## src/rtl/core/lbws_pkg.sv

```systemverilog
// Shared types and codes for the least-busy worker selector.
// Used by lbws_table, lbws_seq and least_busy_worker_select_top.
package lbws_pkg;

  localparam int unsigned MASK_W   = 16;
  localparam int unsigned SLOT_W   = 4;
  localparam int unsigned TIER_W   = 4;
  localparam int unsigned WEIGHT_W = 8;
  localparam int unsigned BUSY_W   = 16;
  localparam int unsigned STATUS_W = 32;
  localparam int unsigned ACTIVE_W = 5;
  localparam logic [ACTIVE_W-1:0] ACTIVE_RESET = 5'd16;

  typedef enum logic [1:0] {
    REQ_UPDATE = 2'd0,
    REQ_SELECT = 2'd1,
    REQ_RESET  = 2'd2
  } lbws_req_t;

  typedef enum logic [2:0] {
    S_IDLE,
    S_UPD_RD,
    S_UPD_WR,
    S_CLR,
    S_MAX,
    S_PASS,
    S_FIN,
    S_OUT
  } lbws_state_t;

  typedef struct packed {
    lbws_req_t           req_type;
    logic [SLOT_W-1:0]   worker_slot;
    logic [TIER_W-1:0]   tier;
    logic [WEIGHT_W-1:0] weight;
    logic [BUSY_W-1:0]   busy_count;
    logic                is_standby;
    logic                is_draining;
    logic                is_usable;
    logic [MASK_W-1:0]   prefer_mask;
    logic [MASK_W-1:0]   allow_mask;
  } lbws_item_t;

  typedef struct packed {
    logic [WEIGHT_W-1:0] weight;
    logic                standby;
    logic                draining;
    logic                usable;
  } lbws_stat_t;

  typedef struct packed {
    logic [BUSY_W-1:0]   busy;
    logic [STATUS_W-1:0] status;
  } lbws_dyn_t;

  typedef struct packed {
    logic stat_we;
    logic dyn_we;
    logic clr;
  } lbws_wr_t;

  typedef struct packed {
    logic                found;
    logic [SLOT_W-1:0]   worker;
    logic [STATUS_W-1:0] status;
  } lbws_res_t;

endpackage

```

## src/rtl/core/lbws_table.sv

```systemverilog
// Worker table: static entry memory and busy/status memory, registered read.
// Valid bits stand in for the cleared state. Depends on lbws_pkg.
module lbws_table #(
  parameter int MAX_WORKERS = 16,
  parameter int TIER_BITS   = 4
) (
  input  logic                                  clk,
  input  logic                                  rst_n,
  input  lbws_pkg::lbws_wr_t                    wr_i,
  input  logic [$clog2(MAX_WORKERS)-1:0]        wr_addr_i,
  input  logic [TIER_BITS-1:0]                  tier_wdata_i,
  input  lbws_pkg::lbws_stat_t                  stat_wdata_i,
  input  lbws_pkg::lbws_dyn_t                   dyn_wdata_i,
  input  logic [$clog2(MAX_WORKERS+1)-1:0]      clr_cnt_i,
  input  logic [$clog2(MAX_WORKERS)-1:0]        rd_addr_i,
  output logic [TIER_BITS-1:0]                  rd_tier_o,
  output lbws_pkg::lbws_stat_t                  rd_stat_o,
  output lbws_pkg::lbws_dyn_t                   rd_dyn_o
);

  logic [TIER_BITS-1:0]  tier_mem [MAX_WORKERS];
  lbws_pkg::lbws_stat_t  stat_mem [MAX_WORKERS];
  lbws_pkg::lbws_dyn_t   dyn_mem  [MAX_WORKERS];

  logic [MAX_WORKERS-1:0] vld_stat_r, vld_stat_nxt;
  logic [MAX_WORKERS-1:0] vld_dyn_r, vld_dyn_nxt;
  logic                   rd_vs_r, rd_vd_r;
  logic [TIER_BITS-1:0]   rd_tier_q;
  lbws_pkg::lbws_stat_t   rd_stat_q;
  lbws_pkg::lbws_dyn_t    rd_dyn_q;

  always_ff @(posedge clk) begin
    if (wr_i.stat_we) begin
      tier_mem[wr_addr_i] <= tier_wdata_i;
      stat_mem[wr_addr_i] <= stat_wdata_i;
    end
    if (wr_i.dyn_we) begin
      dyn_mem[wr_addr_i] <= dyn_wdata_i;
    end
    rd_tier_q <= tier_mem[rd_addr_i];
    rd_stat_q <= stat_mem[rd_addr_i];
    rd_dyn_q  <= dyn_mem[rd_addr_i];
  end

  always_comb begin
    vld_stat_nxt = vld_stat_r;
    vld_dyn_nxt  = vld_dyn_r;
    if (wr_i.clr) begin
      for (int j = 0; j < MAX_WORKERS; j++) begin
        if (j < int'(clr_cnt_i)) begin
          vld_dyn_nxt[j] = 1'b0;
        end
      end
    end
    if (wr_i.stat_we) begin
      vld_stat_nxt[wr_addr_i] = 1'b1;
    end
    if (wr_i.dyn_we) begin
      vld_dyn_nxt[wr_addr_i] = 1'b1;
    end
  end

  always_ff @(posedge clk) begin
    if (!rst_n) begin
      vld_stat_r <= '0;
      vld_dyn_r  <= '0;
      rd_vs_r    <= 1'b0;
      rd_vd_r    <= 1'b0;
    end else begin
      vld_stat_r <= vld_stat_nxt;
      vld_dyn_r  <= vld_dyn_nxt;
      rd_vs_r    <= vld_stat_r[rd_addr_i];
      rd_vd_r    <= vld_dyn_r[rd_addr_i];
    end
  end

  assign rd_tier_o = rd_vs_r ? rd_tier_q : '0;
  assign rd_stat_o = rd_vs_r ? rd_stat_q : '0;
  assign rd_dyn_o  = rd_vd_r ? rd_dyn_q  : '0;

endmodule

```

## src/rtl/core/lbws_seq.sv

```systemverilog
// Request sequencer: update read-modify-write, clear, and the select walk
// over rounds, tiers and passes. Depends on lbws_pkg and lbws_table.
module lbws_seq #(
  parameter int MAX_WORKERS = 16,
  parameter int TIER_BITS   = 4
) (
  input  logic                             clk,
  input  logic                             rst_n,
  input  logic                             start_i,
  input  lbws_pkg::lbws_item_t             item_i,
  input  logic [$clog2(MAX_WORKERS+1)-1:0] n_i,
  output logic                             idle_o,
  output logic                             res_vld_o,
  input  logic                             res_rdy_i,
  output lbws_pkg::lbws_res_t              res_o
);

  localparam int IDX_W = $clog2(MAX_WORKERS);
  localparam int CNT_W = $clog2(MAX_WORKERS+1);

  lbws_pkg::lbws_state_t state_r, state_nxt;
  lbws_pkg::lbws_item_t  item_r, item_nxt;
  logic [CNT_W-1:0]      rd_i_r, rd_i_nxt;
  logic                  ev_vld_r, ev_vld_nxt;
  logic [IDX_W-1:0]      ev_idx_r, ev_idx_nxt;
  logic                  round_r, round_nxt;
  logic                  any_r, any_nxt;
  logic [TIER_BITS-1:0]  max_tier_r, max_tier_nxt;
  logic [TIER_BITS-1:0]  tier_r, tier_nxt;
  logic                  pass_r, pass_nxt;
  logic [lbws_pkg::STATUS_W-1:0] sum_r, sum_nxt;
  logic                  cand_vld_r, cand_vld_nxt;
  logic [IDX_W-1:0]      cand_idx_r, cand_idx_nxt;
  logic [lbws_pkg::BUSY_W-1:0]   cand_busy_r, cand_busy_nxt;
  logic [lbws_pkg::STATUS_W-1:0] cand_st_r, cand_st_nxt;

  lbws_pkg::lbws_wr_t    wr;
  logic [IDX_W-1:0]      wr_addr, rd_addr, slot_idx;
  logic [TIER_BITS-1:0]  tier_wdata, rd_tier;
  lbws_pkg::lbws_stat_t  stat_wdata, rd_stat;
  lbws_pkg::lbws_dyn_t   dyn_wdata, rd_dyn;

  logic [MAX_WORKERS-1:0] member;
  logic                   scanning, issue, scan_end, elig, better, slot_ok;
  logic [lbws_pkg::STATUS_W-1:0] new_st;

  lbws_table #(
    .MAX_WORKERS(MAX_WORKERS),
    .TIER_BITS  (TIER_BITS)
  ) u_table (
    .clk         (clk),
    .rst_n       (rst_n),
    .wr_i        (wr),
    .wr_addr_i   (wr_addr),
    .tier_wdata_i(tier_wdata),
    .stat_wdata_i(stat_wdata),
    .dyn_wdata_i (dyn_wdata),
    .clr_cnt_i   (n_i),
    .rd_addr_i   (rd_addr),
    .rd_tier_o   (rd_tier),
    .rd_stat_o   (rd_stat),
    .rd_dyn_o    (rd_dyn)
  );

  assign slot_idx = IDX_W'(item_r.worker_slot);
  assign slot_ok  = int'(item_i.worker_slot) < MAX_WORKERS;
  assign member   = round_r ? MAX_WORKERS'(item_r.allow_mask)
                            : MAX_WORKERS'(item_r.prefer_mask);
  assign scanning = (state_r == lbws_pkg::S_MAX) || (state_r == lbws_pkg::S_PASS);
  assign issue    = scanning && (rd_i_r < n_i);
  assign scan_end = scanning && !(rd_i_r < n_i) && !ev_vld_r;
  assign rd_addr  = (state_r == lbws_pkg::S_UPD_RD) ? slot_idx : rd_i_r[IDX_W-1:0];
  assign new_st   = rd_dyn.status + lbws_pkg::STATUS_W'(rd_stat.weight);
  assign elig     = ev_vld_r && member[ev_idx_r] && (rd_tier == tier_r) &&
                    (rd_stat.standby == pass_r) && !rd_stat.draining && rd_stat.usable;
  assign better   = !cand_vld_r || (rd_dyn.busy < cand_busy_r) ||
                    ((rd_dyn.busy == cand_busy_r) && ($signed(new_st) > $signed(cand_st_r)));

  always_comb begin
    state_nxt = state_r;
    unique case (state_r)
      lbws_pkg::S_IDLE: begin
        if (start_i) begin
          unique case (item_i.req_type)
            lbws_pkg::REQ_UPDATE: state_nxt = slot_ok ? lbws_pkg::S_UPD_RD : lbws_pkg::S_IDLE;
            lbws_pkg::REQ_SELECT: state_nxt = lbws_pkg::S_MAX;
            lbws_pkg::REQ_RESET:  state_nxt = lbws_pkg::S_CLR;
            default:              state_nxt = lbws_pkg::S_IDLE;
          endcase
        end
      end
      lbws_pkg::S_UPD_RD: state_nxt = lbws_pkg::S_UPD_WR;
      lbws_pkg::S_UPD_WR: state_nxt = lbws_pkg::S_IDLE;
      lbws_pkg::S_CLR:    state_nxt = lbws_pkg::S_IDLE;
      lbws_pkg::S_MAX: begin
        if (scan_end) begin
          priority if (any_r)   state_nxt = lbws_pkg::S_PASS;
          else if (round_r)     state_nxt = lbws_pkg::S_OUT;
          else                  state_nxt = lbws_pkg::S_MAX;
        end
      end
      lbws_pkg::S_PASS: begin
        if (scan_end) begin
          priority if (cand_vld_r)                 state_nxt = lbws_pkg::S_FIN;
          else if (!pass_r)                        state_nxt = lbws_pkg::S_PASS;
          else if (tier_r == max_tier_r && round_r) state_nxt = lbws_pkg::S_OUT;
          else if (tier_r == max_tier_r)           state_nxt = lbws_pkg::S_MAX;
          else                                     state_nxt = lbws_pkg::S_PASS;
        end
      end
      lbws_pkg::S_FIN: state_nxt = lbws_pkg::S_OUT;
      lbws_pkg::S_OUT: begin
        if (res_rdy_i) begin
          state_nxt = lbws_pkg::S_IDLE;
        end
      end
      default: state_nxt = lbws_pkg::S_IDLE;
    endcase
  end

  always_comb begin
    item_nxt      = item_r;
    rd_i_nxt      = rd_i_r;
    ev_vld_nxt    = 1'b0;
    ev_idx_nxt    = ev_idx_r;
    round_nxt     = round_r;
    any_nxt       = any_r;
    max_tier_nxt  = max_tier_r;
    tier_nxt      = tier_r;
    pass_nxt      = pass_r;
    sum_nxt       = sum_r;
    cand_vld_nxt  = cand_vld_r;
    cand_idx_nxt  = cand_idx_r;
    cand_busy_nxt = cand_busy_r;
    cand_st_nxt   = cand_st_r;
    wr            = '0;
    wr_addr       = ev_idx_r;
    tier_wdata    = TIER_BITS'(item_r.tier);
    stat_wdata    = '{weight:   item_r.weight,
                      standby:  item_r.is_standby,
                      draining: item_r.is_draining,
                      usable:   item_r.is_usable};
    dyn_wdata     = '{busy: rd_dyn.busy, status: new_st};
    res_vld_o     = 1'b0;

    if (issue) begin
      rd_i_nxt   = rd_i_r + CNT_W'(1);
      ev_vld_nxt = 1'b1;
      ev_idx_nxt = rd_i_r[IDX_W-1:0];
    end

    unique case (state_r)
      lbws_pkg::S_IDLE: begin
        if (start_i) begin
          item_nxt     = item_i;
          rd_i_nxt     = '0;
          round_nxt    = 1'b0;
          any_nxt      = 1'b0;
          max_tier_nxt = '0;
          cand_vld_nxt = 1'b0;
        end
      end
      lbws_pkg::S_UPD_RD: begin
      end
      lbws_pkg::S_UPD_WR: begin
        wr.stat_we = 1'b1;
        wr.dyn_we  = 1'b1;
        wr_addr    = slot_idx;
        dyn_wdata  = '{busy: item_r.busy_count, status: rd_dyn.status};
      end
      lbws_pkg::S_CLR: begin
        wr.clr = 1'b1;
      end
      lbws_pkg::S_MAX: begin
        if (ev_vld_r && member[ev_idx_r]) begin
          any_nxt      = 1'b1;
          max_tier_nxt = (rd_tier > max_tier_r) ? rd_tier : max_tier_r;
        end
        if (scan_end) begin
          rd_i_nxt = '0;
          if (any_r) begin
            tier_nxt     = '0;
            pass_nxt     = 1'b0;
            sum_nxt      = '0;
            cand_vld_nxt = 1'b0;
          end else if (!round_r) begin
            round_nxt    = 1'b1;
            max_tier_nxt = '0;
          end
        end
      end
      lbws_pkg::S_PASS: begin
        if (elig) begin
          wr.dyn_we = 1'b1;
          sum_nxt   = sum_r + lbws_pkg::STATUS_W'(rd_stat.weight);
          if (better) begin
            cand_vld_nxt  = 1'b1;
            cand_idx_nxt  = ev_idx_r;
            cand_busy_nxt = rd_dyn.busy;
            cand_st_nxt   = new_st;
          end
        end
        if (scan_end) begin
          rd_i_nxt = '0;
          priority if (cand_vld_r) begin
          end else if (!pass_r) begin
            pass_nxt = 1'b1;
          end else if (tier_r == max_tier_r) begin
            round_nxt    = 1'b1;
            any_nxt      = 1'b0;
            max_tier_nxt = '0;
          end else begin
            tier_nxt = tier_r + TIER_BITS'(1);
            pass_nxt = 1'b0;
          end
        end
      end
      lbws_pkg::S_FIN: begin
        wr.dyn_we   = 1'b1;
        wr_addr     = cand_idx_r;
        dyn_wdata   = '{busy: cand_busy_r, status: cand_st_r - sum_r};
        cand_st_nxt = cand_st_r - sum_r;
      end
      lbws_pkg::S_OUT: begin
        res_vld_o = 1'b1;
      end
      default: begin
      end
    endcase
  end

  assign idle_o = (state_r == lbws_pkg::S_IDLE);
  assign res_o  = '{found:  cand_vld_r,
                    worker: cand_vld_r ? lbws_pkg::SLOT_W'(cand_idx_r) : '0,
                    status: cand_vld_r ? cand_st_r : '0};

  always_ff @(posedge clk) begin
    if (!rst_n) begin
      state_r    <= lbws_pkg::S_IDLE;
      ev_vld_r   <= 1'b0;
      cand_vld_r <= 1'b0;
      round_r    <= 1'b0;
      any_r      <= 1'b0;
      pass_r     <= 1'b0;
      rd_i_r     <= '0;
    end else begin
      state_r    <= state_nxt;
      ev_vld_r   <= ev_vld_nxt;
      cand_vld_r <= cand_vld_nxt;
      round_r    <= round_nxt;
      any_r      <= any_nxt;
      pass_r     <= pass_nxt;
      rd_i_r     <= rd_i_nxt;
    end
  end

  always_ff @(posedge clk) begin
    item_r      <= item_nxt;
    ev_idx_r    <= ev_idx_nxt;
    max_tier_r  <= max_tier_nxt;
    tier_r      <= tier_nxt;
    sum_r       <= sum_nxt;
    cand_idx_r  <= cand_idx_nxt;
    cand_busy_r <= cand_busy_nxt;
    cand_st_r   <= cand_st_nxt;
  end

  a_dyn_we_state: assert property (@(posedge clk) disable iff (!rst_n)
    wr.dyn_we |-> (state_r == lbws_pkg::S_PASS || state_r == lbws_pkg::S_FIN ||
                   state_r == lbws_pkg::S_UPD_WR))
    else $error("busy/status write outside a writing state");

  a_fin_has_cand: assert property (@(posedge clk) disable iff (!rst_n)
    (state_r == lbws_pkg::S_FIN) |-> cand_vld_r)
    else $error("final write without a candidate");

  a_fin_to_out: assert property (@(posedge clk) disable iff (!rst_n)
    (state_r == lbws_pkg::S_FIN) |=> (state_r == lbws_pkg::S_OUT))
    else $error("final write not followed by result");

  a_upd_order: assert property (@(posedge clk) disable iff (!rst_n)
    (state_r == lbws_pkg::S_UPD_WR) |-> ($past(state_r) == lbws_pkg::S_UPD_RD))
    else $error("update write without prior read");

endmodule

```

## src/rtl/core/least_busy_worker_select_top.sv

```systemverilog
// Least-busy worker selector, top level: handshakes, active-count register,
// result register. Depends on lbws_pkg, lbws_seq and lbws_table.
// Update reads the entry and then writes it; busy/status reset clears the active entries.
// Select: per round a tier scan, then the passes of each tier (up to two passes per tier
//   up to the highest member tier), a final write if a worker was found, and the result.
// One item at a time; active entries are each visited once per pass via the memory read port.
// Reset clears valid bits, so the table reads as zero at once; active count resets to 16.
module least_busy_worker_select_top #(
  parameter int MAX_WORKERS = 16,
  parameter int TIER_BITS   = 4
) (
  input  logic                clk,
  input  logic                rst_n,
  input  logic                in_valid,
  output logic                in_stall,
  input  logic [1:0]          in_req_type,
  input  logic [3:0]          in_worker_slot,
  input  logic [3:0]          in_tier,
  input  logic [7:0]          in_weight,
  input  logic [15:0]         in_busy_count,
  input  logic                in_is_standby,
  input  logic                in_is_draining,
  input  logic                in_is_usable,
  input  logic [15:0]         in_prefer_mask,
  input  logic [15:0]         in_allow_mask,
  output logic                out_valid,
  input  logic                out_stall,
  output logic                out_found,
  output logic [3:0]          out_chosen_worker,
  output logic signed [31:0]  out_chosen_status,
  input  logic                cfg_wr_en,
  input  logic [4:0]          cfg_wr_data
);

  localparam int CNT_W = $clog2(MAX_WORKERS+1);

  logic [lbws_pkg::ACTIVE_W-1:0] active_r, active_nxt;
  logic [CNT_W-1:0]              n_cnt;
  lbws_pkg::lbws_item_t          item;
  lbws_pkg::lbws_res_t           res, res_r, res_nxt;
  logic                          out_valid_r, out_valid_nxt;
  logic                          idle, start, res_vld, res_rdy;

  assign item = '{req_type:    lbws_pkg::lbws_req_t'(in_req_type),
                  worker_slot: in_worker_slot,
                  tier:        in_tier,
                  weight:      in_weight,
                  busy_count:  in_busy_count,
                  is_standby:  in_is_standby,
                  is_draining: in_is_draining,
                  is_usable:   in_is_usable,
                  prefer_mask: in_prefer_mask,
                  allow_mask:  in_allow_mask};

  assign in_stall = !idle;
  assign start    = in_valid && idle;
  assign n_cnt    = (int'(active_r) > MAX_WORKERS) ? CNT_W'(MAX_WORKERS) : CNT_W'(active_r);
  assign res_rdy  = !out_valid_r || !out_stall;

  lbws_seq #(
    .MAX_WORKERS(MAX_WORKERS),
    .TIER_BITS  (TIER_BITS)
  ) u_seq (
    .clk      (clk),
    .rst_n    (rst_n),
    .start_i  (start),
    .item_i   (item),
    .n_i      (n_cnt),
    .idle_o   (idle),
    .res_vld_o(res_vld),
    .res_rdy_i(res_rdy),
    .res_o    (res)
  );

  always_comb begin
    active_nxt    = cfg_wr_en ? cfg_wr_data : active_r;
    res_nxt       = res_r;
    out_valid_nxt = out_valid_r && out_stall;
    if (res_vld && res_rdy) begin
      res_nxt       = res;
      out_valid_nxt = 1'b1;
    end
  end

  always_ff @(posedge clk) begin
    if (!rst_n) begin
      active_r    <= lbws_pkg::ACTIVE_RESET;
      out_valid_r <= 1'b0;
    end else begin
      active_r    <= active_nxt;
      out_valid_r <= out_valid_nxt;
    end
  end

  always_ff @(posedge clk) begin
    res_r <= res_nxt;
  end

  assign out_valid         = out_valid_r;
  assign out_found         = res_r.found;
  assign out_chosen_worker = res_r.worker;
  assign out_chosen_status = $signed(res_r.status);

endmodule
```

## config.mk

```make
export PLATFORM = sky130hd
export DESIGN_NAME = least_busy_worker_select_top
export DESIGN_NICKNAME = d
export VERILOG_FILES = /design/src/rtl/core/lbws_pkg.sv /design/src/rtl/core/lbws_table.sv /design/src/rtl/core/lbws_seq.sv /design/src/rtl/core/least_busy_worker_select_top.sv
export SDC_FILE = /design/constraint.sdc
export NUM_CORES = 2
export LEC_CHECK = 0
export BUFFER_PORTS_ARGS = -buffer_cell sky130_fd_sc_hd__clkbuf_2
export CAP_MARGIN = 20
export CORE_MARGIN = 8
export CORE_UTILIZATION = 60
export DETAILED_ROUTE_END_ITERATION = 7
export GPL_TIMING_DRIVEN = 0
export PLACE_DENSITY = 0.74
export SLEW_MARGIN = 10
export SYNTH_ARGS = -nofsm -noshare
export SYNTH_HDL_FRONTEND = slang
export SYNTH_HIERARCHICAL = 1
export SYNTH_SLANG_ARGS = --single-unit
```

## constraint.sdc

```tcl
create_clock -name clk -period 14.9 [get_ports clk]
set_clock_uncertainty 0.05 [all_clocks]
set_input_delay 2.98 -clock clk [delete_from_list [all_inputs] [get_ports clk]]
set_output_delay 2.98 -clock clk [all_outputs]
set_load 0.005 [all_outputs]
```

==> results.cfg <==
[outcome]
status = finished clean

[drt]
wire_per_inst_um = 29.1
drt_wl_total_um = 144000
drtIter0Drc = 3912
via_per_inst = 6.53
dr_total_vias = 32314
ant_nets = 0
drc = 0
drt_first_pass_iters = 8

[clock_tree]
clkLatencyLatePin_ns = 0.73
cts_hold_buf = 0
cts_resized = 0
clk_pin_slew_ns = 0.06
cts_root_buf = clkbuf_16
cts_sinks = 1324
cts_tree = yes
post-cts-setup-buffers = 0
cts_buffers = 135
cts_htree_levels = 4
clockBufferDepth = 3

[critical_path]
slowest_stage = clkbuf_1
end_kind = flop
rr_endpoint = u_seq/cand_busy_r[9]
r2r-start = u_seq/u_table/rd_vd_r
worstPathRequired_ns = 15.20
start_kind = flop
r2r_slack_ns = 7.74
crit_chain = clkbuf_1, clkbuf_1, and2_1, ha_1, nor2b_1, o21a_1, o21ai_0, a21oi_2, nand4_1, xor2_1, inv_1, ha_1, nand4_1, nor4_2, buf_4, a2111oi_2, a21oi_1, nor2_4
ff2ff_path_depth = 18
path_max_fanout = 20
crit_start = u_seq/u_table/rd_vd_r
cp-endpoint = u_seq/cand_busy_r[9]
critPathMaxStageDelay_ns = 0.90
cp.arrival_ns = 7.45
crit_type = flop to flop

[sta]
relSlewSlack = 0.189
drv_slew = 0
worst_pin_slew_ns = 1.21
setup-violations-final = 0
setup_ws_ns = 7.74
final-hold-violation-count = 0
fin_setup_tns_ns = 0
finalCritPeriodShare = 0.480
min_period_ns = 7.16
max_freq_ghz = 0.140
rsz0062_at_grt = false

[worst_hold_path]
hold_class = flop to flop

[synth]
yosys.area_share.simple = 0.0627
synthesis.area_sq_um = 55100
synth_top_area_share = 0.658
ys_warn_count = 6
synth_top_family_by_area = multiplexers
synth_nets = 3480
ys_async_sr_fraction = 0
avgSynthCellArea_sq_um = 16.7
ys_seq_area_frac = 0.700
ys_seq_elements = 1324
synth_edf_count = 1208
synthDistinctLibCells = 79
netlist_instances = 3293
synth_commonest_cells = edfxtp_1 (1208), mux4_2 (262), nor2_1 (230)
yosys-top-cells-area = edfxtp_1 (66%), mux4_2 (11%), dfxtp_1 (4.2%), ha_1 (2.4%), a22oi_1 (1.8%)
yosys.cell_count.top_type = edfxtp_1
synth_top_flop_cell = edfxtp_1
synth-adder-area-share = 0.0249
synth_xor_area_frac = 0.0154
synth_compound_area_frac = 0.0571
synth_top_cell_by_area = edfxtp_1
muxShareOfSynthArea = 0.118

[floorplanning]
coreArea_sq_um = 91400
dieArea_sq_um = 102000
start_util = 0.603
pin_count = 118
dieHeight_um = 319
fp.dieW_um = 319
rows = 111

[finish]
fin_util = 0.691
final_nets = 3842
design_area_sq_um = 63200
synthToLayoutAreaGrowth_pct = 14.6
drive_gt1_frac = 0.215

[global_route]
overflow = 0
antenna_found_initial = 8
first_global_vias = 33300
grt_pass1_wl_um = 212000
grt_use_total = 0.280
grt_max_degree = 38

[placement]
post-place-ws_ns = 7.88
globalplace.congestion = 0.920
portBuffers = 116
placed_area_sq_um = 58700
dpl.hpwl_um = 99500

[power_and_ir_drop]
swShare = 0.305
power.total_mw = 11.2
peakVddDrop_v = 0.000119
power_density_nw_per_um2 = 178
p_int_mw = 7.80
combPwrFrac = 0.265
seqPwrFrac = 0.440
p_leak_nw = 21.7
switchingPower_mw = 3.43
clkPwrFrac = 0.296

[job]
maxCapViolCount = 0
==> cell type report <==
| type | count | area, sq um |
|---|---|---|
| antenna | 1 | 2.50 |
| buffer | 150 | 714 |
| clock buffer | 190 | 3800 |
| clock inverter | 57 | 556 |
| fill | 5714 | 28200 |
| inverter | 121 | 454 |
| multi-input combinational | 1698 | 15600 |
| sequential | 1324 | 38600 |
| tap | 1186 | 1480 |
| timing repair buffer | 225 | 1950 |
==> cells in the final DEF (no fill, tap or decap), drive strengths merged, types with 11 or more instances in the layout <==
| cell type | n |
|---|---|
| edfxtp | 1208 |
| and2 | 81 |
| a211oi | 11 |
| a21o | 18 |
| clkbuf | 397 |
| mux4 | 262 |
| dfxtp | 116 |
| and3 | 23 |
| inv | 129 |
| a21oi | 117 |
| xor2 | 39 |
| nand2b | 16 |
| ha | 105 |
| o21ai | 69 |
| mux2i | 54 |
| nand3 | 45 |
| nor3 | 34 |
| nand2 | 160 |
| buf | 168 |
| o21a | 39 |
| nor2b | 39 |
| a22oi | 134 |
| clkinv | 36 |
| nand4 | 33 |
| nor2 | 231 |
| xnor2 | 58 |
==> layer usage <==
metal	track usage	wire length (um)	vias up
li1	-	-	13644
met1	0.365	53800	16411
met2	0.458	69600	1900
met3	0.0683	15100	357
met4	0.107	5410	2
met5	0	13	-
==> power groups by stage <==
stage	combinational, mW	clock, mW	sequential (mW)
3_3_place_gp	2.61	0	5.04
5_1_grt	3.14	3.50	4.95
4_1_cts	2.89	3.36	4.93
2_1_floorplan	1.83	0	4.94
3_5_place_dp	2.86	0	5.01
6_report	2.97	3.32	4.93
==> worst min path at each step <==
| stage | from | endpoint | slack [ns] | depth (start not counted) |
|---|---|---|---|---|
| 2_1_floorplan | u_seq/ev_idx_r[0] | u_seq/cand_idx_r[0] | 0.37 | 0 |
| 3_5_place_dp | u_seq/ev_idx_r[0] | u_seq/cand_idx_r[0] | 0.39 | 0 |
| 5_1_grt | u_seq/ev_idx_r[0] | u_seq/cand_idx_r[0] | 0.41 | 0 |
| 6_report | u_seq/ev_idx_r[0] | u_seq/cand_idx_r[0] | 0.40 | 0 |
| 3_3_place_gp | u_seq/u_table/vld_stat_r[15] | u_seq/u_table/vld_stat_r[15] | 0.40 | 1 |
| 4_1_cts | u_seq/ev_idx_r[0] | u_seq/cand_idx_r[0] | 0.41 | 0 |
==> worst max-delay path: cells and delay by family, from the launching register on <==
| family | cells | cell delay, ns |
|---|---|---|
| AO/OA/AOI/OAI | 5 | 2.00 |
| XOR/XNOR | 1 | 0.39 |
| adder cells (fa/ha/maj) | 2 | 0.50 |
| buffers and inverters | 4 | 1.80 |
| flip-flops | 1 | 0.38 |
| AND/OR/NAND/NOR | 6 | 1.62 |
==> per-stage QoR <==
stage | hold WS, ns | cells
floorplan | 0.374 | 3293
global placement | 0.396 | 4595
detailed placement | 0.393 | 4689
CTS | 0.406 | 4936
global route | 0.410 | 4951
finish | 0.402 | 4952
==> sequential cells by signal, indices dropped and copies added, names as in the netlist, 32 cells and up <==
name and count:
out_chosen_status 32, u_seq/cand_st_r 32, u_seq/item_r 59, u_seq/sum_r 32
u_seq/u_table/dyn_mem 768, u_seq/u_table/rd_dyn_q 48, u_seq/u_table/stat_mem 176, u_seq/u_table/tier_mem 64
==> kinds of logic (layout without fill, tap and decap cells) <==
family,count (synthesis),count (layout)
buffers and inverters,271,743
flip-flops,1324,1324
other,0,1
multiplexers,323,323
XOR/XNOR,97,97
AND/OR/NAND/NOR,706,706
AO/OA/AOI/OAI,464,464
adder cells (fa/ha/maj),108,108
(Power assumes the default switching activity.)
